==> config.mk <==
export PLATFORM = sky130hd
export DESIGN_NAME = indexed_list_insert_delete
export DESIGN_NICKNAME = d
export VERILOG_FILES = /design/src/rtl/ilid_pkg.sv /design/src/rtl/ilid_ram.sv /design/src/rtl/indexed_list_insert_delete.sv
export SDC_FILE = /design/constraint.sdc
export NUM_CORES = 2
export LEC_CHECK = 0
export ABC_AREA = 1
export ABC_CLOCK_PERIOD_IN_PS = 5200
export BUFFER_PORTS_ARGS = -buffer_cell sky130_fd_sc_hd__buf_2
export CORE_UTILIZATION = 40
export DETAILED_ROUTE_END_ITERATION = 8
export GPL_TIMING_DRIVEN = 0
export PLACE_DENSITY_LB_ADDON = 0.05
export SYNTH_ARGS = -nofsm -noshare
export SYNTH_HDL_FRONTEND = slang
export SYNTH_SLANG_ARGS = --single-unit
==> constraint.sdc <==
create_clock -name clk -period 5.2 [get_ports clk]
set_input_delay 1.04 -clock clk [delete_from_list [all_inputs] [get_ports clk]]
set_output_delay 1.04 -clock clk [all_outputs]
set_load 0.01 [all_outputs]
==> src/rtl/ilid_pkg.sv <==
package ilid_pkg;

  localparam int DATA_W = 32;
  localparam int POS_W  = 6;
  localparam int OP_W   = 3;
  localparam int ST_W   = 2;
  localparam int CNT_W  = 6;   // count field width on the result channel

  typedef enum logic [OP_W-1:0] {
    OP_APPEND = 3'd0,
    OP_POP    = 3'd1,
    OP_INSERT = 3'd2,
    OP_DELETE = 3'd3,
    OP_DUMP   = 3'd4
  } op_t;

  typedef enum logic [ST_W-1:0] {
    ST_OK    = 2'd0,
    ST_FULL  = 2'd1,
    ST_EMPTY = 2'd2,
    ST_RANGE = 2'd3
  } status_t;

  typedef struct packed {
    logic              we;
    logic [POS_W-1:0]  waddr;
    logic [DATA_W-1:0] wdata;
    logic              re;
    logic [POS_W-1:0]  raddr;
  } ram_req_t;

endpackage

==> src/rtl/ilid_ram.sv <==
module ilid_ram
  import ilid_pkg::*;
#(
  parameter int DEPTH = 32,
  parameter int AW    = 5
) (
  input  logic              clk,
  input  ram_req_t          req,
  output logic [DATA_W-1:0] rdata
);

  logic [DATA_W-1:0] mem [DEPTH];
  logic [DATA_W-1:0] rdata_r;

  always_ff @(posedge clk) begin
    if (req.we) begin
      mem[req.waddr[AW-1:0]] <= req.wdata;
    end
    if (req.re) begin
      rdata_r <= mem[req.raddr[AW-1:0]];
    end
  end

  assign rdata = rdata_r;

endmodule

==> src/rtl/indexed_list_insert_delete.sv <==
// Packed list of signed 32-bit words, capacity DEPTH, held in a single-port-write,
// registered-read RAM.
// Input channel (in_*): opcode on in_tuser, position and value on in_tdata.
// Result channel (out_*): status on out_tuser, entry and count on out_tdata,
// out_tlast marks the final result of an input item.
// Append, remove-tail and every rejected operation answer in the cycle after
// acceptance. Insert and delete move one word at a time through the shared
// index counter and RAM (read in S_SH_RD, written in S_SH_WR); S_FIN ends it.
// Dump reads one entry at a time and gives one result per entry. Unused
// opcodes are taken and give no result.
// One item is worked on at a time; in_tready is high only when the sequencer
// is idle and the result register is empty.
// Reset (rst_n low, synchronous) empties the list and drops any pending
// result; RAM contents are not cleared, entries beyond the count are never read.
// When out_tready is low the result register holds and the sequencer waits
// (dump pauses between entries).
module indexed_list_insert_delete
  import ilid_pkg::*;
#(
  parameter int DEPTH = 32
) (
  input  logic        clk,
  input  logic        rst_n,
  input  logic        in_tvalid,
  output logic        in_tready,
  input  logic [39:0] in_tdata,   // [5:0] position, [37:6] value, [39:38] zero
  input  logic [2:0]  in_tuser,   // [2:0] opcode
  output logic        out_tvalid,
  input  logic        out_tready,
  output logic [39:0] out_tdata,  // [31:0] entry, [37:32] count, [39:38] zero
  output logic [1:0]  out_tuser,  // [1:0] status
  output logic        out_tlast
);

  localparam int AW   = (DEPTH > 1) ? $clog2(DEPTH) : 1;
  localparam int CW   = $clog2(DEPTH + 1);
  localparam int CMPW = (CW > POS_W) ? CW + 1 : POS_W + 1;

  typedef enum logic [5:0] {
    S_IDLE     = 6'b000001,
    S_SH_RD    = 6'b000010,
    S_SH_WR    = 6'b000100,
    S_FIN      = 6'b001000,
    S_DUMP_RD  = 6'b010000,
    S_DUMP_OUT = 6'b100000
  } state_t;

  state_t            state_r, state_nxt;
  logic [CW-1:0]     count_r, count_nxt;
  logic [CW-1:0]     idx_r, idx_nxt;
  op_t               op_r, op_nxt;
  logic [POS_W-1:0]  pos_r, pos_nxt;
  logic [DATA_W-1:0] val_r, val_nxt;

  logic              out_valid_r, out_valid_nxt;
  status_t           out_status_r, out_status_nxt;
  logic [DATA_W-1:0] out_entry_r, out_entry_nxt;
  logic [CNT_W-1:0]  out_count_r, out_count_nxt;
  logic              out_last_r, out_last_nxt;

  ram_req_t          ram_req;
  logic [DATA_W-1:0] ram_rdata;

  op_t               in_op;
  logic [POS_W-1:0]  in_pos;
  logic [DATA_W-1:0] in_val;
  logic              in_fire;
  logic              out_free;
  logic              full;
  logic              empty;
  logic [CMPW-1:0]   pos_w, cnt_w, idx_w;
  logic [CW-1:0]     idx_inc, idx_dec;
  logic [POS_W-1:0]  pos_m1;

  assign in_op    = op_t'(in_tuser);
  assign in_pos   = in_tdata[POS_W-1:0];
  assign in_val   = in_tdata[POS_W+DATA_W-1:POS_W];
  assign in_tready = (state_r == S_IDLE) && !out_valid_r;
  assign in_fire  = in_tvalid && in_tready;
  assign out_free = !out_valid_r || out_tready;

  assign full    = (count_r == CW'(DEPTH));
  assign empty   = (count_r == '0);
  assign pos_w   = CMPW'(in_pos);
  assign cnt_w   = CMPW'(count_r);
  assign idx_w   = CMPW'(idx_r);
  assign idx_inc = idx_r + 1'b1;
  assign idx_dec = idx_r - 1'b1;
  assign pos_m1  = pos_r - 1'b1;

  ilid_ram #(
    .DEPTH (DEPTH),
    .AW    (AW)
  ) u_ram (
    .clk   (clk),
    .req   (ram_req),
    .rdata (ram_rdata)
  );

  always_comb begin
    state_nxt      = state_r;
    count_nxt      = count_r;
    idx_nxt        = idx_r;
    op_nxt         = op_r;
    pos_nxt        = pos_r;
    val_nxt        = val_r;
    out_valid_nxt  = out_valid_r && !out_tready;
    out_status_nxt = out_status_r;
    out_entry_nxt  = out_entry_r;
    out_count_nxt  = out_count_r;
    out_last_nxt   = out_last_r;
    ram_req        = '0;
    ram_req.wdata  = ram_rdata;

    unique case (state_r)
      S_IDLE: begin
        if (in_fire) begin
          op_nxt         = in_op;
          pos_nxt        = in_pos;
          val_nxt        = in_val;
          out_status_nxt = ST_OK;
          out_entry_nxt  = '0;
          out_count_nxt  = CNT_W'(count_r);
          out_last_nxt   = 1'b1;
          case (in_op)
            OP_APPEND: begin
              out_valid_nxt = 1'b1;
              if (full) begin
                out_status_nxt = ST_FULL;
              end else begin
                ram_req.we    = 1'b1;
                ram_req.waddr = POS_W'(count_r);
                ram_req.wdata = in_val;
                count_nxt     = count_r + 1'b1;
                out_count_nxt = CNT_W'(count_r + 1'b1);
              end
            end
            OP_POP: begin
              out_valid_nxt = 1'b1;
              if (empty) begin
                out_status_nxt = ST_EMPTY;
              end else begin
                count_nxt     = count_r - 1'b1;
                out_count_nxt = CNT_W'(count_r - 1'b1);
              end
            end
            OP_INSERT: begin
              if (full) begin
                out_valid_nxt  = 1'b1;
                out_status_nxt = ST_FULL;
              end else if (in_pos == '0 || pos_w > cnt_w + 1'b1) begin
                out_valid_nxt  = 1'b1;
                out_status_nxt = ST_RANGE;
              end else if (pos_w == cnt_w + 1'b1) begin
                state_nxt = S_FIN;
              end else begin
                idx_nxt   = count_r;
                state_nxt = S_SH_RD;
              end
            end
            OP_DELETE: begin
              if (empty) begin
                out_valid_nxt  = 1'b1;
                out_status_nxt = ST_EMPTY;
              end else if (in_pos == '0 || pos_w > cnt_w) begin
                out_valid_nxt  = 1'b1;
                out_status_nxt = ST_RANGE;
              end else if (pos_w == cnt_w) begin
                state_nxt = S_FIN;
              end else begin
                idx_nxt   = CW'(in_pos);
                state_nxt = S_SH_RD;
              end
            end
            OP_DUMP: begin
              if (empty) begin
                out_valid_nxt  = 1'b1;
                out_status_nxt = ST_EMPTY;
              end else begin
                idx_nxt   = '0;
                state_nxt = S_DUMP_RD;
              end
            end
            default: ;
          endcase
        end
      end
      S_SH_RD: begin
        // insert moves slot idx-1 up to idx; delete moves idx down to idx-1
        ram_req.re    = 1'b1;
        ram_req.raddr = (op_r == OP_INSERT) ? POS_W'(idx_dec) : POS_W'(idx_r);
        state_nxt     = S_SH_WR;
      end
      S_SH_WR: begin
        ram_req.we    = 1'b1;
        ram_req.waddr = (op_r == OP_INSERT) ? POS_W'(idx_r) : POS_W'(idx_dec);
        if (op_r == OP_INSERT) begin
          if (idx_w == CMPW'(pos_r)) begin
            state_nxt = S_FIN;
          end else begin
            idx_nxt   = idx_dec;
            state_nxt = S_SH_RD;
          end
        end else begin
          if (idx_inc == count_r) begin
            state_nxt = S_FIN;
          end else begin
            idx_nxt   = idx_inc;
            state_nxt = S_SH_RD;
          end
        end
      end
      S_FIN: begin
        out_valid_nxt = 1'b1;
        if (op_r == OP_INSERT) begin
          ram_req.we    = 1'b1;
          ram_req.waddr = pos_m1;
          ram_req.wdata = val_r;
          count_nxt     = count_r + 1'b1;
          out_count_nxt = CNT_W'(count_r + 1'b1);
        end else begin
          count_nxt     = count_r - 1'b1;
          out_count_nxt = CNT_W'(count_r - 1'b1);
        end
        state_nxt = S_IDLE;
      end
      S_DUMP_RD: begin
        ram_req.re    = 1'b1;
        ram_req.raddr = POS_W'(idx_r);
        state_nxt     = S_DUMP_OUT;
      end
      S_DUMP_OUT: begin
        // read data register holds until the next read, so waiting is safe
        if (out_free) begin
          out_valid_nxt  = 1'b1;
          out_status_nxt = ST_OK;
          out_entry_nxt  = ram_rdata;
          out_count_nxt  = CNT_W'(count_r);
          out_last_nxt   = (idx_inc == count_r);
          if (idx_inc == count_r) begin
            state_nxt = S_IDLE;
          end else begin
            idx_nxt   = idx_inc;
            state_nxt = S_DUMP_RD;
          end
        end
      end
      default: begin
        state_nxt = S_IDLE;
      end
    endcase
  end

  always_ff @(posedge clk) begin
    if (!rst_n) begin
      state_r     <= S_IDLE;
      count_r     <= '0;
      out_valid_r <= 1'b0;
    end else begin
      state_r     <= state_nxt;
      count_r     <= count_nxt;
      out_valid_r <= out_valid_nxt;
    end
  end

  always_ff @(posedge clk) begin
    idx_r        <= idx_nxt;
    op_r         <= op_nxt;
    pos_r        <= pos_nxt;
    val_r        <= val_nxt;
    out_status_r <= out_status_nxt;
    out_entry_r  <= out_entry_nxt;
    out_count_r  <= out_count_nxt;
    out_last_r   <= out_last_nxt;
  end

  assign out_tvalid = out_valid_r;
  assign out_tdata  = {2'b00, out_count_r, out_entry_r};
  assign out_tuser  = out_status_r;
  assign out_tlast  = out_last_r;

endmodule
==> flow_metrics.tcl <==
set metrics [dict create \
    clkSinkCount 1157 \
    p_leak_nw 24.1 \
    die_h_um 363 \
    synth_cells 4956 \
    hold_buffers 0 \
    period_needed_ns 4.78 \
    slowest_stage "nor2_4" \
    hold_slack_ns 0.460 \
    seq_power_share 0.445 \
    cp-start-kind "flop" \
    dpl.hpwl_um 134000 \
    worst_pin_slew_ns 1.42 \
    yosysWarningCount 0 \
    gp_congestion 0.927 \
    portBuffers 87 \
    start_util 0.406 \
    clk_pin_slew_ns 0.06 \
    path_cells "nor2_2, nand4_2, nor2_2, nand2_1, inv_2, buf_12, nand2_1, buf_2, nand3_1, nand3_1, nor2_4, buf_16" \
    vias_per_cell 5.31 \
    synthesis.area_um2 52000 \
    seq_area_frac_synth 0.665 \
    outcome "finished, final reports clean" \
    dieArea_um2 132000 \
    cts_tree "built" \
    antenna_found_initial 17 \
    fp.dieW_um 363 \
    post-place-cells 6840 \
    sw_frac_of_total 0.313 \
    p_per_area_nw_per_um2 450 \
    drc_errors 0 \
    cap_violations 0 \
    grt_setup_unrepaired "false" \
    path_buf_inv 4 \
    synth-async-reset-ratio 0 \
    ys_ff_latch 1157 \
    cp_top_family "simple AND/OR/NAND/NOR gates" \
    drv_slew 0 \
    max_slew_margin 0.0471 \
    worstPathRequired_ns 5.64 \
    mostFrequentLayoutCell "nand2_1" \
    nNetsFinal 5316 \
    cts.path.max_buffers 3 \
    vdd_ir_drop_max_mv 0.347 \
    h-tree-depth 4 \
    postRouteAntennaNets 0 \
    first_pass_iters 6 \
    p_clk_frac 0.340 \
    synth_cell_types 43 \
    grt_pass1_wl_um 265000 \
    setup_viol 0 \
    hold_viol_final 0 \
    vias 37600 \
    combPwrFrac 0.215 \
    synth_edf_count 1144 \
    coreArea_um2 128000 \
    avgSynthCellArea_um2 10.5 \
    endpoint_kind "flop" \
    synth_ff_type "edfxtp_1" \
    drt_iter0_drc 4328 \
    layout_common_cells "nand2_1 (1201), edfxtp_1 (1144), nand3_1 (1135), inv_1 (623), buf_2 (265)" \
    min_path_type "primary input to flop" \
    period_share 0.920 \
    slowest_delay_ns 0.80 \
    max_freq_ghz 0.209 \
    clock_skew_ns 0.0336 \
    wl_um 188000 \
    io_pins 92 \
    cts_buffers 136 \
    postCtsSetupBuffers 0 \
    stdcell_count 7083 \
    cts_resized 0 \
    rows 131 \
    syn_to_final_growth_pct 16.3 \
    grt_max_degree 36 \
    critPathKind "flop to flop" \
    wl_per_cell_um 26.6 \
    power.switching_w 0.00854 \
    crit_fanout 27 \
    gr-total-overflow 0 \
    clock_latency_ns 0.77 \
    grt_pass1_vias 35200 \
    drive_gt1_frac 0.121 \
    grt_use_total 0.286 \
    intPower_w 0.0187 \
    r2r_slack_ns 0.42 \
    cts_root_buf "clkbuf_16" \
    arrival_ns 5.22 \
]
==> flip-flops by register name (all words and copies together) (netlist names) <==
| signal | count |
|---|---|
| idx_r | 6 |
| state_r | 6 |
| u_ram.rdata | 32 |
| out_tlast | 1 |
| out_entry_r | 32 |
| out_count_r | 6 |
| pos_r | 6 |
| count_r | 6 |
| out_tvalid | 1 |
| val_r | 32 |
| u_ram.mem | 1024 |
| op_r | 3 |
| out_tuser | 2 |
==> metrics by stage <==
stage | instance area, um^2 | setup slack (ns) | TNS (ns) | total power, W | util
floorplan | 52000 | 0.748 | 0 | 0.0147 | -
global placement | 54600 | -2.16 | -2090.64 | 0.0177 | 0.426
detailed placement | 56200 | 0.437 | 0 | 0.0181 | 0.438
CTS | 60500 | 0.420 | 0 | 0.0273 | 0.471
global route | 60500 | 0.304 | 0 | 0.0280 | 0.472
finish | 60500 | 0.418 | 0 | 0.0273 | 0.472
==> cell type report <==
class                      count  area [um^2]
antenna                        2         5.00
buffer                       308         1630
clock buffer                 175         3700
clock inverter                64          536
fill                       12000        67800
inverter                     632         2370
multi-input combinational   2860        13700
sequential                  1157        34600
tap                         1729         2160
timing repair buffer         156         1780
==> synth_stat cells (all sizes together), types with 9 or more instances <==
cell type,count,area [um^2]
nand2,1231,4640
edfxtp,1144,34400
nand3,1136,5690
inv,627,2350
buf,257,1440
nand3b,133,998
nor2,114,445
o21ai,61,309
clkbuf,51,191
a21oi,45,225
a22oi,32,240
ha,18,225
o211ai,16,120
xor2,15,131
dfxtp,13,260
a31oi,12,75.1
nand4,9,68.8
==> path summary, 6_finish.rpt <==
path                                         end  depth (start not counted)          from
worst max register to register  u_ram.mem[9][14]                         12    state_r[4]
worst max-delay path            u_ram.mem[9][14]                         12    state_r[4]
worst min-delay path                   val_r[18]                          1  in_tdata[24]
worst min register to register        state_r[0]                          2    state_r[0]
==> power by group through the flow <==
stage / Sequential [W] / Clock (W) / Combinational, W
after global placement: 0.0125 / 0 / 0.00514
after global routing: 0.0122 / 0.00974 / 0.00614
after CTS: 0.0121 / 0.00940 / 0.00578
final: 0.0121 / 0.00926 / 0.00587
after floorplan: 0.0124 / 0 / 0.00227
after detailed placement: 0.0123 / 0 / 0.00576
==> cells by family (layout without fill, tap and decap cells) <==
family | after synthesis | in the layout | share of synthesized area
buf+inv | 940 | 1335 | 0.0769
simple gates | 2633 | 2633 | 0.229
compound gates | 187 | 187 | 0.0217
flops | 1157 | 1157 | 0.665
xor+xnor | 20 | 20 | 0.00337
fa+ha+maj | 18 | 18 | 0.00433
other cells | 1 | 4 | 0.0000721
==> per-layer routing <==
layer	track usage	wire [um]	vias to the layer above	share of wire
met3	0.0471	14100	242	0.075
met5	0	39	-	0.00021
met2	0.437	83700	1471	0.44
met4	0.109	7360	6	0.039
li1	-	-	17500	-
met1	0.408	83300	18500	0.44
(Power assumes the default switching activity.)
